===== src/sv/tgr_pkg.sv =====
// shared types and constants for the tile text glyph renderer
`timescale 1ns / 1ps

package tgr_pkg;

  localparam int FONT_BYTES_DEF    = 4096;
  localparam int MAX_ROW_CHARS_DEF = 16;

  // font byte address as it travels on the ports
  localparam int ADDR_W = 12;

  // input operation codes
  localparam logic [1:0] OP_LOAD  = 2'd0;
  localparam logic [1:0] OP_CHAR  = 2'd1;
  localparam logic [1:0] OP_DRAIN = 2'd2;

  // configuration register indexes
  localparam logic CFG_GLYPH_MODE = 1'b0;
  localparam logic CFG_ROW_CHARS  = 1'b1;

  // last byte index of a run
  localparam logic [3:0] SMALL_LAST = 4'd7;
  localparam logic [3:0] HALF_LAST  = 4'd15;

  // offset of the bottom half inside a 32-byte glyph
  localparam logic [4:0] BOTTOM_OFS = 5'b10000;

  // one result word
  typedef struct packed {
    logic       err;
    logic       last;
    logic [7:0] pixel;
  } beat_t;

  // output buffer status seen by the byte issue logic
  typedef struct packed {
    logic [1:0] count;
    logic       pop;
  } buf_stat_t;

endpackage


===== src/sv/tgr_out_buf.sv =====
// two-word output buffer in front of the result stream
`timescale 1ns / 1ps

module tgr_out_buf
  import tgr_pkg::*;
(
  input  logic      clk_i,
  input  logic      rst_ni,
  input  logic      push_i,
  input  beat_t     beat_i,
  output buf_stat_t stat_o,
  output logic      m_axis_tvalid,
  input  logic      m_axis_tready,
  output logic [7:0] m_axis_tdata,   // pixel_byte
  output logic      m_axis_tlast,
  output logic      m_axis_tuser     // error
);

  beat_t      ent_q [2];
  logic       wptr_q, wptr_d;
  logic       rptr_q, rptr_d;
  logic [1:0] count_q, count_d;
  logic       pop;

  assign m_axis_tvalid = (count_q != 2'd0);
  assign pop           = m_axis_tvalid & m_axis_tready;

  always_comb begin
    wptr_d  = wptr_q;
    rptr_d  = rptr_q;
    count_d = count_q;
    if (push_i) begin
      wptr_d = ~wptr_q;
    end
    if (pop) begin
      rptr_d = ~rptr_q;
    end
    unique case ({push_i, pop})
      2'b10:   count_d = count_q + 2'd1;
      2'b01:   count_d = count_q - 2'd1;
      default: count_d = count_q;
    endcase
  end

  always_ff @(posedge clk_i or negedge rst_ni) begin
    if (!rst_ni) begin
      wptr_q  <= 1'b0;
      rptr_q  <= 1'b0;
      count_q <= 2'd0;
    end else begin
      wptr_q  <= wptr_d;
      rptr_q  <= rptr_d;
      count_q <= count_d;
    end
  end

  always_ff @(posedge clk_i) begin
    if (push_i) begin
      ent_q[wptr_q] <= beat_i;
    end
  end

  assign m_axis_tdata = ent_q[rptr_q].pixel;
  assign m_axis_tlast = ent_q[rptr_q].last;
  assign m_axis_tuser = ent_q[rptr_q].err;

  assign stat_o.count = count_q;
  assign stat_o.pop   = pop;

  a_no_overflow: assert property (@(posedge clk_i) disable iff (!rst_ni)
    push_i && count_q == 2'd2 |-> pop)
    else $error("output buffer overflow");

endmodule


===== config.mk =====
export PLATFORM = sky130hd
export DESIGN_NAME = tgr_out_buf
export DESIGN_NICKNAME = d
export VERILOG_FILES = /design/src/sv/tgr_pkg.sv /design/src/sv/tgr_out_buf.sv
export SDC_FILE = /design/constraint.sdc
export NUM_CORES = 1
export LEC_CHECK = 0
export BUFFER_PORTS_ARGS = -buffer_cell sky130_fd_sc_hd__buf_2
export CAP_MARGIN = 20
export CORE_UTILIZATION = 45
export CTS_CLUSTER_SIZE = 24
export DETAILED_ROUTE_END_ITERATION = 6
export MAX_ROUTING_LAYER = met4
export PLACE_DENSITY = 0.78
export SYNTH_ARGS = -nofsm -noshare
export SYNTH_HDL_FRONTEND = slang
export SYNTH_SLANG_ARGS = --single-unit

===== constraint.sdc =====
create_clock -name clk_i -period 3 [get_ports clk_i]
set_input_delay 0.6 -clock clk_i [delete_from_list [all_inputs] [get_ports clk_i]]
set_output_delay 0.6 -clock clk_i [all_outputs]
set_load 0.05 [all_outputs]

After elaboration in Yosys (flattened, before gate mapping). Memory sizes are Yosys's and may differ from the RTL's. Index checks and enable logic that the tools add are counted.

Add/sub/neg operators: 2. Eq/ne operators: 2. Mux-type cells: 3. Bitwise logic cells: 3. Reduce and logical (&&, ||, !) cells: 2.

Operators by type and width (number): $pmux 2 s2 (1); $reduce_bool 2->1 (2); $add 2x1->2 const B (1); $eq 2x1->1 const B (1); $eq 2x2->1 const B (1); $mux 1 (2); $not 1->1 (2); $sub 2x1->2 const B (1); $and 1x1->1 (1).

Register bits after elaboration: 4. Memory bits (writable): 20. Input port bits: 14. Logic and storage cells: 16. Memories kept: 1.

Memories: ent_q (words 2, width 10, read ports 1, clocked after Yosys merged registers in 0, wr ports 1, line tgr_out_buf.sv:19) `beat_t ent_q [2];`.

Longest topological paths before layout.
Depth in word-level cells: 4. Gate-level depth with buffers: 6. Gate-level depth less buffers: 6.

Worst setup path before layout. Ideal clock, no wire load.

Path type: register -> output. From: register count_q[0]. To: output port stat_o[0] (netlist name). Arrival: 1357 ps. Path slack: 1043 ps. Stages on the path, launching flop included: 4. Path through: dfrtp_1 -> or2_4 -> and2_4 -> buf_4.

Word-level cells in the longest chain between the ends: 2.

RTL lines: start: declaration (line tgr_out_buf.sv:22) `logic [1:0] count_q, count_d;`; start signal: assignment (line tgr_out_buf.sv:53) `count_q <= count_d;`; $reduce_bool 2->1 (line tgr_out_buf.sv:25) `assign m_axis_tvalid = (count_q != 2'd0);`; named net m_axis_tvalid (line tgr_out_buf.sv:12) `output logic m_axis_tvalid,`; $and 1x1->1 (line tgr_out_buf.sv:26) `assign pop = m_axis_tvalid & m_axis_tready;`; end: declaration (line tgr_out_buf.sv:11) `output buf_stat_t stat_o,`.

The timed path passes the listed nets, and every way through them passes these cells.

Final worst setup path.
From: register rptr_q. To: output port m_axis_tuser.

Word-level cells in the longest chain between the ends: 1.

RTL lines: start: declaration (line tgr_out_buf.sv:21) `logic rptr_q, rptr_d;`; start signal: assignment (line tgr_out_buf.sv:52) `rptr_q <= rptr_d;`; $mem_v2 2x10; end: declaration (line tgr_out_buf.sv:16) `output logic m_axis_tuser`.

No other way between the ends.

==> results.txt <==
----------------------------------------------------
[STA]
  Worst Tran Pin Value ... 827 ps
  Final number of hold-violating endpoints ... 0
  Slew Limit Headroom ... 44.7%
  Highest clock rate ... 0.467 GHz
  Layout Skew ... 2.85 ps
  Total negative slack for setup checks ... 0 ps
  Unrepaired setup endpoints after global routing ... false
  Final-report setup violation count ... 0
  Ratio of final minimum period to clock period ... 71.3%
  Post-layout minimum cycle time ... 2140 ps
  Count of final max-slew check failures ... 0

[Clock tree]
  Number of gates resized after CTS ... 0
  Number of clock buffers inserted by TritonCTS ... 3
  Root Buffer ... sky130_fd_sc_hd__clkbuf_4
  Clock tree from TritonCTS ... built
  Largest buffer count on any clock path ... 2
  CTS Hold Buffers Added ... 0
  Clock Sinks ... 24
  Source-to-sink clock delay at the later pin of the worst-skew pair ... 300 ps
  Post-CTS clock slew at the launch and capture registers of the worst setup and hold paths ... 110 ps
  CTS HTree Levels ... 1
  Setup fix buffers added after clock tree synthesis ... 0

[Routing]
  DRC violations left ... 0
  Detailed Routing Iterations Pass 1 ... 3
  Iteration-0 DRC Markers ... 6
  Aggregate routed wire length ... 1260 um
  Number of vias after detailed routing ... 475
  Antenna Nets Post-Route ... 0
  Average wire per cell in the routed design ... 12.5 um
  Vias per cell ... 4.70

[Logic synthesis]
  Net count of the mapped netlist ... 63
  Mapped Area ... 917 um^2
  Syn Inst Count ... 48
  Sequential cell area fraction in the yosys report ... 76.4%
  Per-instance average area after synthesis ... 19.1 um^2
  Yosys synthesis warning count ... 0
  Synth Register Bits ... 24
  Count of distinct cell types in the synthesized netlist ... 13

[Floorplanning]
  Floorplan die area ... 2220 um^2
  Die outline height ... 47.1 um
  Number of placed I/O pins ... 28
  Die width ... 47.1 um
  Area of the placeable core ... 1820 um^2
  Starting Density ... 50.4%
  Number of cell rows ... 15

[Finish]
  Number of filler cells placed in the layout ... 150
  Share of cells above drive strength 1 ... 55.3%
  Multi-input logic area ... 200 um^2
  Net total in the final layout ... 93
  End-of-flow core utilization ... 60.1%
  Synthesis-to-layout area growth ... 19.2%
  Diodes inserted ... 0
  Sequential Area ... 701 um^2

[Setup path]
  Crit Path Max Fanout ... 11
  Kind of cell adding the most delay to the critical path ... flip-flops
  Kind of critical path ... register to primary output
  CP Launch Type ... register
  CP Capture Type ... primary output
  Slowest cell on the critical path ... sky130_fd_sc_hd__dfrtp_1
  Count of buffer and inverter cells on the critical path ... 1
  Critical Path RT ... 2400 ps
  Count of cell instances traversed by the critical path ... 2
  Data arrival, critical path ... 1540 ps
  Series of cell instances along the critical path ... mux2_2, buf_2
  Depth of the worst register-to-register path ... 5
  Crit path largest cell delay ... 640 ps

[Status]
  Status ... finished, final reports clean

[Place]
  Port-buffer cells ... 27
  Placer congestion estimate ... 0.604
  Placed wire-length estimate after detailed placement ... 924 um

[Pwr]
  Worst voltage drop across the vdd grid ... 0.000667 V
  Internal power ... 0.000665 W
  Power per cell area ... 1100 nW/um^2
  Switching power ... 0.000533 W
  Switching Share ... 44.5%
  Clock power frac ... 10.8%
  Logic pwr share ... 46.4%
  Standby leakage power ... 0.439 nW
  Sequential share of power ... 42.8%

[GRT]
  Global-route wire length before repair ... 1990 um
  Largest net degree at the start of global routing ... 13
  Initial antenna violation count ... 0
  Number of global-route vias before repair ... 472
  Global router's overall resource usage ... 14.5%
  Residual overflow from global routing ... 0

[Hold path]
  HP Class ... primary input to asynchronous set/reset pin

[Job]
  Count of max-cap constraint violations ... 0

----------------------------------------------------
==> stage by stage <==
step                cell area [um^2]  cells  total power, W  hold WS (ps)  setup WS, ps
floorplan                        917     48        0.000976           304          1040
global placement                1070     98         0.00107           413          1190
detailed placement              1070     98         0.00108           414          1180
CTS                             1090    101         0.00121          74.6           826
global route                    1090    101         0.00126          63.9           773
finish                          1090    101         0.00120          79.4           860
==> worst paths after layout <==
kind	start	end	slack [ps]
max in group asynchronous	rst_ni	count_q[0]	2800
min in group clk_i	beat_i[0]	ent_q[1][0]	480
worst max register to register	count_q[0]	count_q[1]	1450
worst max-delay path	rptr_q	m_axis_tuser	860
worst min-delay path	rst_ni	wptr_q	80
worst min register to register	count_q[1]	count_q[1]	500
==> routing by layer <==
| metal | GRT usage, % | vias up | share of wire, % |
|---|---|---|---|
| met3 | 4.62 | 0 | 4.8 |
| li1 | - | 232 | - |
| met1 | 15.3 | 223 | 45 |
| met4 | 6.86 | 0 | 0 |
| met2 | 24.4 | 20 | 50 |
| met5 | - | - | 0 |
==> cell usage after synthesis <==
library cell	instances	area [um^2]
sky130_fd_sc_hd__or2_4	1	8.76
sky130_fd_sc_hd__and2_1	1	6.26
sky130_fd_sc_hd__mux2_2	10	113
sky130_fd_sc_hd__inv_1	1	3.75
sky130_fd_sc_hd__edfxtp_1	20	601
sky130_fd_sc_hd__buf_4	1	7.51
sky130_fd_sc_hd__nor2_1	2	7.51
sky130_fd_sc_hd__xor2_1	3	26.3
sky130_fd_sc_hd__dfrtp_1	4	100
sky130_fd_sc_hd__buf_2	1	5.00
sky130_fd_sc_hd__xnor2_1	2	17.5
sky130_fd_sc_hd__ha_1	1	12.5
sky130_fd_sc_hd__and2_4	1	8.76
==> flip-flops by register name (all words and copies together), names as in the netlist <==
| register | count |
|---|---|
| wptr_q | 1 |
| count_q | 2 |
| rptr_q | 1 |
| ent_q | 20 |
==> final cells by class <==
type / count / share of cell area [%]
repair buffers: 27 / 12.4
well taps: 25 / 2.86
inverters: 1 / 0.343
flip-flops and latches: 24 / 64.1
clock buffers: 3 / 2.06
multi-input cells: 21 / 18.3
==> cells by family (layout without fill, tap and decap cells) <==
| logic type | count (synthesis) | after routing | synth area share [%] |
|---|---|---|---|
| DFF | 24 | 24 | 76.4 |
| muxes | 10 | 10 | 12.3 |
| buffers and inverters | 3 | 31 | 1.77 |
| adders and majority gates | 1 | 1 | 1.36 |
| xor gates and xnor gates | 5 | 5 | 4.78 |
| and+or+nand+nor | 5 | 5 | 3.41 |
==> placed cells by master, fill, tap and decap left out, types with 2 or more instances in the layout <==
master | Yosys | layout
sky130_fd_sc_hd__buf_2 | 1 | 27
sky130_fd_sc_hd__clkbuf_4 | 0 | 3
sky130_fd_sc_hd__dfrtp_1 | 4 | 4
sky130_fd_sc_hd__edfxtp_1 | 20 | 20
sky130_fd_sc_hd__mux2_2 | 10 | 10
sky130_fd_sc_hd__nor2_1 | 2 | 2
sky130_fd_sc_hd__xnor2_1 | 2 | 2
sky130_fd_sc_hd__xor2_1 | 3 | 3
==> power by group through the flow <==
stage	registers (W)	clock network, W	logic (W)
after floorplan	0.000537	0	0.000439
after CTS	0.000515	0.000134	0.000562
after global placement	0.000517	0	0.000557
final	0.000512	0.000130	0.000557
after detailed placement	0.000522	0	0.000560
after global routing	0.000525	0.000147	0.000591
Note: power is estimated with default switching activity, not from simulation.
