===== src/sv/tgr_pkg.sv =====
// shared types and constants for the tile text glyph renderer
`timescale 1ns / 1ps

package tgr_pkg;

  localparam int FONT_BYTES_DEF    = 4096;
  localparam int MAX_ROW_CHARS_DEF = 16;

  // font byte address as it travels on the ports
  localparam int ADDR_W = 12;

  // input operation codes
  localparam logic [1:0] OP_LOAD  = 2'd0;
  localparam logic [1:0] OP_CHAR  = 2'd1;
  localparam logic [1:0] OP_DRAIN = 2'd2;

  // configuration register indexes
  localparam logic CFG_GLYPH_MODE = 1'b0;
  localparam logic CFG_ROW_CHARS  = 1'b1;

  // last byte index of a run
  localparam logic [3:0] SMALL_LAST = 4'd7;
  localparam logic [3:0] HALF_LAST  = 4'd15;

  // offset of the bottom half inside a 32-byte glyph
  localparam logic [4:0] BOTTOM_OFS = 5'b10000;

  // one result word
  typedef struct packed {
    logic       err;
    logic       last;
    logic [7:0] pixel;
  } beat_t;

  // output buffer status seen by the byte issue logic
  typedef struct packed {
    logic [1:0] count;
    logic       pop;
  } buf_stat_t;

endpackage


===== src/sv/tgr_row_mem.sv =====
// row buffer of character codes waiting for their bottom halves
`timescale 1ns / 1ps

module tgr_row_mem
  import tgr_pkg::*;
#(
  parameter int  MAX_ROW_CHARS = MAX_ROW_CHARS_DEF,
  localparam int RW            = (MAX_ROW_CHARS > 1) ? $clog2(MAX_ROW_CHARS) : 1
) (
  input  logic          clk_i,
  input  logic          we_i,
  input  logic [RW-1:0] waddr_i,
  input  logic [7:0]    wdata_i,
  input  logic          re_i,
  input  logic [RW-1:0] raddr_i,
  output logic [7:0]    rdata_o
);

  logic [7:0] mem_q [MAX_ROW_CHARS];
  logic [7:0] rdata_q;

  always_ff @(posedge clk_i) begin
    if (we_i) begin
      mem_q[waddr_i] <= wdata_i;
    end
  end

  always_ff @(posedge clk_i) begin
    if (re_i) begin
      rdata_q <= mem_q[raddr_i];
    end
  end

  assign rdata_o = rdata_q;

endmodule


===== config.mk =====
export PLATFORM = sky130hd
export DESIGN_NAME = tgr_row_mem
export DESIGN_NICKNAME = d
export VERILOG_FILES = /design/src/sv/tgr_pkg.sv /design/src/sv/tgr_row_mem.sv
export SDC_FILE = /design/constraint.sdc
export NUM_CORES = 1
export LEC_CHECK = 0
export ABC_AREA = 1
export BUFFER_PORTS_ARGS = -buffer_cell sky130_fd_sc_hd__clkbuf_2
export CORE_MARGIN = 5
export CORE_UTILIZATION = 55
export CTS_CLUSTER_SIZE = 20
export DETAILED_ROUTE_END_ITERATION = 10
export PLACE_DENSITY_LB_ADDON = 0.3
export REMOVE_ABC_BUFFERS = 1
export SYNTH_ARGS = -nofsm -noshare
export SYNTH_HDL_FRONTEND = slang
export SYNTH_SLANG_ARGS = --single-unit

===== constraint.sdc =====
create_clock -name clk_i -period 1 [get_ports clk_i]
set_input_delay 0.1 -clock clk_i [delete_from_list [all_inputs] [get_ports clk_i]]
set_output_delay 0.1 -clock clk_i [all_outputs]
set_load 0.05 [all_outputs]

After elaboration in Yosys (flattened, before gate mapping):

Memory sizes are Yosys's and may differ from the RTL's. A register that Yosys moved wholly into a read port is not among the register bits.
Cells that the tools add are included.

* register bits: 0
* bits in latches: 0
* bits in writable memories: 128
* bits in read-only memories: 0
* input port bits: 19
* output and inout bits: 8
* memories kept: 1

* add/sub/neg operators: 0
* multiply operators: 0
* div/mod/pow operators: 0
* order comparisons: 0
* equality and inequality tests: 0
* shifts and indexed selects: 0
* muxes and demuxes: 2
* bitwise operators: 0
* reductions and logical operators: 0

Memory list
* mem_q: words 16, bits a word 8, rd ports 1, clocked after memory_dff 1, write ports 1, RTL line tgr_row_mem.sv:19 `logic [7:0] mem_q [MAX_ROW_CHARS];`

Operators by type and width (number)
* 1-bit 2-to-1 mux: 2

Logic depth before layout (Yosys ltp):

Gate-level depths: netlist (run 1).

* depth after elaboration: 2
* depth in mapped cells: 8
* gate-level depth less buffers: 7

Least setup slack after synthesis (run 1):

OpenSTA, ideal clock, no wires.

* kind: input to register
* start point: input port waddr_i[3]
* end point: memory mem_q[4][0] (enable)
* library setup time: 370 ps
* arrival time: 681 ps
* required time: 630 ps
* slack: -51 ps
* cell stages on the path: 2
* buffers on the path: 0
* cells stage by stage: nand3b_1 nor2_1

RTL lines
* start, declared: RTL line tgr_row_mem.sv:12 `input logic [RW-1:0] waddr_i,`
* end, declared: RTL line tgr_row_mem.sv:19

Straight into the memory's write port.

Worst setup path in the final report (run 1):

* start point: register rdata_q[3] (netlist: rdata_o[3]), read port of mem_q
* end point: output port rdata_o[3]

RTL lines
* start, declared: RTL line tgr_row_mem.sv:20 `logic [7:0] rdata_q;`
* end, declared: RTL line tgr_row_mem.sv:16 `output logic [7:0] rdata_o`

No word-level cell between the ends.

==> results of run 1 <==
## state kept, by name (all words and copies together) (netlist names)
register,flops
mem_q,128
rdata_o,8
## layout by cell type, fill, tap and decap left out, types with 10 or more instances in the layout
master       n
buf_4       25
clkbuf_16   16
clkbuf_2    18
edfxtp_1   136
inv_1       93
nand2_1    163
nand2_2     10
nand3_1     54
nand3_2     43
nor2_1      17
## worst min path at each step
stage	slack, ns	endpoint	startpoint
6_report	0.01	rdata_o[3]	raddr_i[3]
3_3_place_gp	0.53	mem_q[11][3]	wdata_i[3]
4_1_cts	0.009	rdata_o[0]	raddr_i[3]
2_1_floorplan	0.20	mem_q[0][0]	wdata_i[0]
3_5_place_dp	0.54	rdata_o[0]	raddr_i[3]
5_1_grt	0.01	rdata_o[2]	re_i
## layer usage
layer / global-route usage / vias to the layer above / part of all wire
li1: - / 1890 / -
met1: 0.260 / 1876 / 0.41
met2: 0.363 / 138 / 0.51
met3: 0.0439 / 28 / 0.055
met4: 0.0962 / 0 / 0.026
met5: 0 / - / 0
## stage by stage
step	TNS, ns	setup WS (ns)
3_5_place_dp	-6.37	-0.317
5_1_grt	-2.70	-0.277
3_3_place_gp	-3.38	-0.291
4_1_cts	-2.15	-0.282
2_1_floorplan	-5.59	-0.221
6_report	-1.94	-0.251
## timing repair
item | CTS | global route
endpoints found under the hold margin | 3 | 0
endpoints found under the setup margin | 16 | 16
pin swaps | 30 | 28
resized for setup | 30 | 51
hold buffers | 1 | 0
## kinds of logic (layout without fill, tap and decap cells)
group,Yosys count,in the layout,share of synthesized area
AND/OR/NAND/NOR,289,289,0.208
buffers and inverters,126,192,0.0939
flip-flops,136,136,0.698
## tightest hold or removal path, cell delays in order
cell,delay [ns]
clkbuf_2,0.18
nand3_2,0.09
nand2_1,0.05
## area by class of cell
cell class / count / area, um^2 / area share
clock buffer: 19 / 422 / 0.0592
clock inverter: 13 / 87.6 / 0.0123
inverter: 102 / 383 / 0.0537
multi-input combinational: 289 / 1450 / 0.204
sequential: 136 / 4080 / 0.573
tap: 136 / 170 / 0.0239
timing repair buffer: 58 / 524 / 0.0736
## power breakdown
group	switching (mW)	internal, mW	total (mW)
registers	0.0445	6.43	6.47
logic	0.684	0.355	1.04
clock network	2.13	3.22	5.35
## cell usage after synthesis
cell        n  share of area
edfxtp_1  136           0.70
nand2_1   173           0.11
buf_1       1        0.00064
nand3_1    97          0.083
nand3b_1    2         0.0026
buf_4       4         0.0051
inv_1     100          0.064
buf_6       6          0.012
nor2_1     17          0.011
inv_2       2         0.0013
buf_2      13          0.011
==> impl_metrics.tcl, run 1 <==
set metrics [dict create \
    synth_cells 551 \
    fin_cells 753 \
    grt_first_pass_wirelength_mm 20.4 \
    period_share 1.25 \
    yosysSeqAreaShare 0.698 \
    start_util 0.564 \
    finalSetupViolations 16 \
    grt_start_max_net_pins 36 \
    powerDensity_mw_per_mm2 1800 \
    drc_errors 0 \
    grt_overflow 0 \
    crit_type "reg2out" \
    post-place-cells 720 \
    dieWidth_um 113 \
    ant_nets 0 \
    irDropWorstVdd_mv 1.09 \
    syn_area_mm2 0.00585 \
    max_slew_margin 0.730 \
    finalWorstSetupSlack_ns -0.251 \
    syn_avg_cell_area_um2 10.6 \
    crit_arrival_ns 1.15 \
    cp-endpoint "rdata_o[3]" \
    dp_hpwl_mm 8.08 \
    violations "setup timing" \
    maxCapViolCount 0 \
    hold_violations 0 \
    crit_path_end_kind "output pin" \
    reg2reg_slack_ns -0.08 \
    r2r_end "rdata_o[6]" \
    area_delta_synth_final_pct 21.8 \
    crit_path_top_delay_cell "edfxtp_1" \
    pin_count 27 \
    crit_cells 1 \
    final_core_util 0.687 \
    dieArea_mm2 0.0128 \
    root_buffer "clkbuf_8" \
    core_area_mm2 0.0104 \
    whs_ns 0.0144 \
    r2r_cells 6 \
    rsz0062_at_grt "yes" \
    firstDrtPassIters 7 \
    htreeDepth 4 \
    final_max_slew_viol_count 0 \
    nets 623 \
    path_buf_inv 1 \
    status "finished with violations" \
    post-route-min-period_ns 1.25 \
    gp_congestion 0.796 \
    yosys_warnings 0 \
    drive_above_1_share 0.235 \
    grt.total_usage 0.212 \
    drtIter0Drc 185 \
    port_buffers 26 \
    num_rows 37 \
    fmax_ghz 0.799 \
    viasPerCell 5.22 \
    path_cells "buf_8" \
    worstMarginPinSlew_ns 0.405 \
    die_height_um 113 \
    path_clk_slew_ns 0.05 \
    nFillCells 748 \
    drt-total-wl_mm 12.9 \
    critical_path.startpoint "rdata_o[3]" \
    reg2reg_from "mem_q[12][6]" \
    wire_per_inst_um 17.1 \
    cts_tree "built" \
    cts_buffers 17 \
    start_kind "register" \
    cp_max_fo 1 \
    p_leak_nw 3.09 \
    yosys.cell_types.count 11 \
    placed_area_mm2 0.00629 \
    finClkSkew_ns 0.00624 \
    required_ns 0.90 \
    num_vias 3932 \
    antenna_cells 0 \
    fin_area_mm2 0.00712 \
    post_cts_buffers 0 \
    insertion_delay_ns 0.52 \
    grt_pass1_vias 4048 \
    max_stage_delay_ns 0.45 \
    grt_antenna_before_repair 0 \
    crit_family "flip-flops" \
    min_path_cells 3 \
    cts.sinks 136 \
    clockBufferDepth 2 \
    synth_seq_cells 136 \
    hp-class "in2reg" \
    power_mw 12.9 \
]
Power figures use the tool's default switching activity.
==> run 2: changes to the inputs <==
--- a/config.mk
+++ b/config.mk
@@ -8,7 +8,7 @@
 export ABC_AREA = 1
 export BUFFER_PORTS_ARGS = -buffer_cell sky130_fd_sc_hd__clkbuf_2
 export CORE_MARGIN = 5
-export CORE_UTILIZATION = 55
+export CORE_UTILIZATION = 61
 export CTS_CLUSTER_SIZE = 20
 export DETAILED_ROUTE_END_ITERATION = 10
 export PLACE_DENSITY_LB_ADDON = 0.3
==> constraint.sdc (replaced) <==
create_clock -name clk_i -period 1.4 [get_ports clk_i]
set_input_delay 0.14 -clock clk_i [delete_from_list [all_inputs] [get_ports clk_i]]
set_output_delay 0.14 -clock clk_i [all_outputs]
set_load 0.05 [all_outputs]
==> run 2 against run 1 <==
Against the previous run: the run now ends clean; hold slack improved by 0.088 ns; global-route usage rose by 2.7 points; final cell count shrank 1.7%; combinational power down 39%; register-to-register slack better by 0.27 ns; routed wire length down 2.1%; setup slack better by 0.33 ns; die area shrank 9.0%; first-iteration DRC count up 140%; total power decreased by 28%; core utilization increased by 4.1 points; sequential power decreased by 29%; critical path type unchanged.
==> impl_metrics.tcl, run 2 (same netlist as run 1, synthesis figures left out) <==
set metrics [dict create \
    area_delta_synth_final_pct 15.5 \
    nFillCells 622 \
    reg2reg_slack_ns 0.19 \
    placed_area_mm2 0.00621 \
    cts_buffers 17 \
    layout.cells.most_common "nand2_1" \
    worstMarginPinSlew_ns 0.580 \
    num_vias 3974 \
    fin_area_mm2 0.00676 \
    nets 617 \
    die_height_um 108 \
    antenna_cells 0 \
    cts_tree "built" \
    regMostFlops "mem_q" \
    pin_count 27 \
    hold_violations 0 \
    status "completed" \
    drtIter0Drc 442 \
    finalWorstSetupSlack_ns 0.0794 \
    period_share 0.943 \
    p_leak_nw 2.95 \
    crit_arrival_ns 1.18 \
    path_buf_inv 1 \
    grt_overflow 0 \
    ant_nets 0 \
    insertion_delay_ns 0.52 \
    required_ns 1.26 \
    viasPerCell 5.37 \
    drive_above_1_share 0.128 \
    cts.sinks 136 \
    clockBufferDepth 2 \
    post_cts_buffers 0 \
    hp-class "in2reg" \
    whs_ns 0.102 \
    grt.total_usage 0.240 \
    crit_path_top_delay_cell "edfxtp_1" \
    crit_path_end_kind "output pin" \
    irDropWorstVdd_mv 0.708 \
    root_buffer "clkbuf_8" \
    core_area_mm2 0.00928 \
    fmax_ghz 0.757 \
    path_cells "clkbuf_2" \
    max_stage_delay_ns 0.41 \
    final_max_slew_viol_count 0 \
    dieWidth_um 108 \
    finClkSkew_ns 0.00814 \
    powerDensity_mw_per_mm2 1380 \
    maxCapViolCount 0 \
    start_kind "register" \
    grt_start_max_net_pins 39 \
    power_mw 9.29 \
    crit_family "flip-flops" \
    dieArea_mm2 0.0116 \
    final_cell_mix "173 x nand2_1, 136 x edfxtp_1, 100 x inv_1, 97 x nand3_1, 26 x clkbuf_2" \
    grt_antenna_before_repair 0 \
    port_buffers 26 \
    drc_errors 0 \
    start_util 0.630 \
    grt_pass1_vias 3845 \
    gp_congestion 0.860 \
    cp_max_fo 1 \
    drt-total-wl_mm 12.6 \
    post-route-min-period_ns 1.32 \
    largest_reg_flops 128 \
    htreeDepth 4 \
    firstDrtPassIters 5 \
    rsz0062_at_grt "no" \
    path_clk_slew_ns 0.06 \
    wire_per_inst_um 17.1 \
    finalSetupViolations 0 \
    dp_hpwl_mm 7.88 \
    crit_type "reg2out" \
    max_slew_margin 0.613 \
    grt_first_pass_wirelength_mm 20.4 \
    tns_ns 0 \
    num_rows 35 \
    place_ws_ns -0.0253 \
]
## run 2: cell count changes in the layout (fill, tap and decap cells not counted), moves of 7 or more
| cell | change |
|---|---|
| nand3_1 | +43 |
| nand3_2 | -43 |
| nand2_1 | +10 |
| nand2_2 | -10 |
| clkbuf_2 | +8 |
| inv_1 | +7 |
| inv_2 | -7 |
## run 2: final cells by class
| type | count | area, um^2 | share of cell area |
|---|---|---|---|
| clock buffer | 21 | 429 | 0.0635 |
| clock inverter | 11 | 106 | 0.0157 |
| inverter | 102 | 383 | 0.0567 |
| multi-input combinational | 289 | 1210 | 0.180 |
| sequential | 136 | 4080 | 0.605 |
| tap | 129 | 161 | 0.0239 |
| timing repair buffer | 52 | 378 | 0.0559 |
## run 2: worst paths after layout
path,depth (start not counted),from,to
setup / recovery,1,rdata_o[1],rdata_o[1]
hold / removal,4,raddr_i[2],rdata_o[1]
setup reg to reg,6,mem_q[6][5],rdata_o[5]
hold reg to reg,6,mem_q[10][6],rdata_o[6]
## run 2: through the flow
step,cells,util
2_1_floorplan,527,-
3_3_place_gp,707,0.669
3_5_place_dp,707,0.669
4_1_cts,740,0.728
5_1_grt,740,0.728
6_report,740,0.728
## run 2: timing repair
item,4_1_cts,5_1_grt
endpoints found under the setup margin,0,0
gates resized for setup,0,0
hold endpoints to repair,8,0
hold buffers,1,0
## run 2: per-layer routing
| metal | global-route usage | routed length [um] |
|---|---|---|
| met5 | 0 | 0 |
| met4 | 0.0920 | 348 |
| met3 | 0.0768 | 1200 |
| met2 | 0.362 | 5810 |
| met1 | 0.328 | 5260 |
## run 2: report_power, final
group / internal, mW / switching, mW / leakage [nW] / total (mW)
clock network: 2.50 / 1.54 / 0.258 / 4.04
logic: 0.178 / 0.461 / 1.45 / 0.639
registers: 4.59 / 0.0244 / 1.24 / 4.61
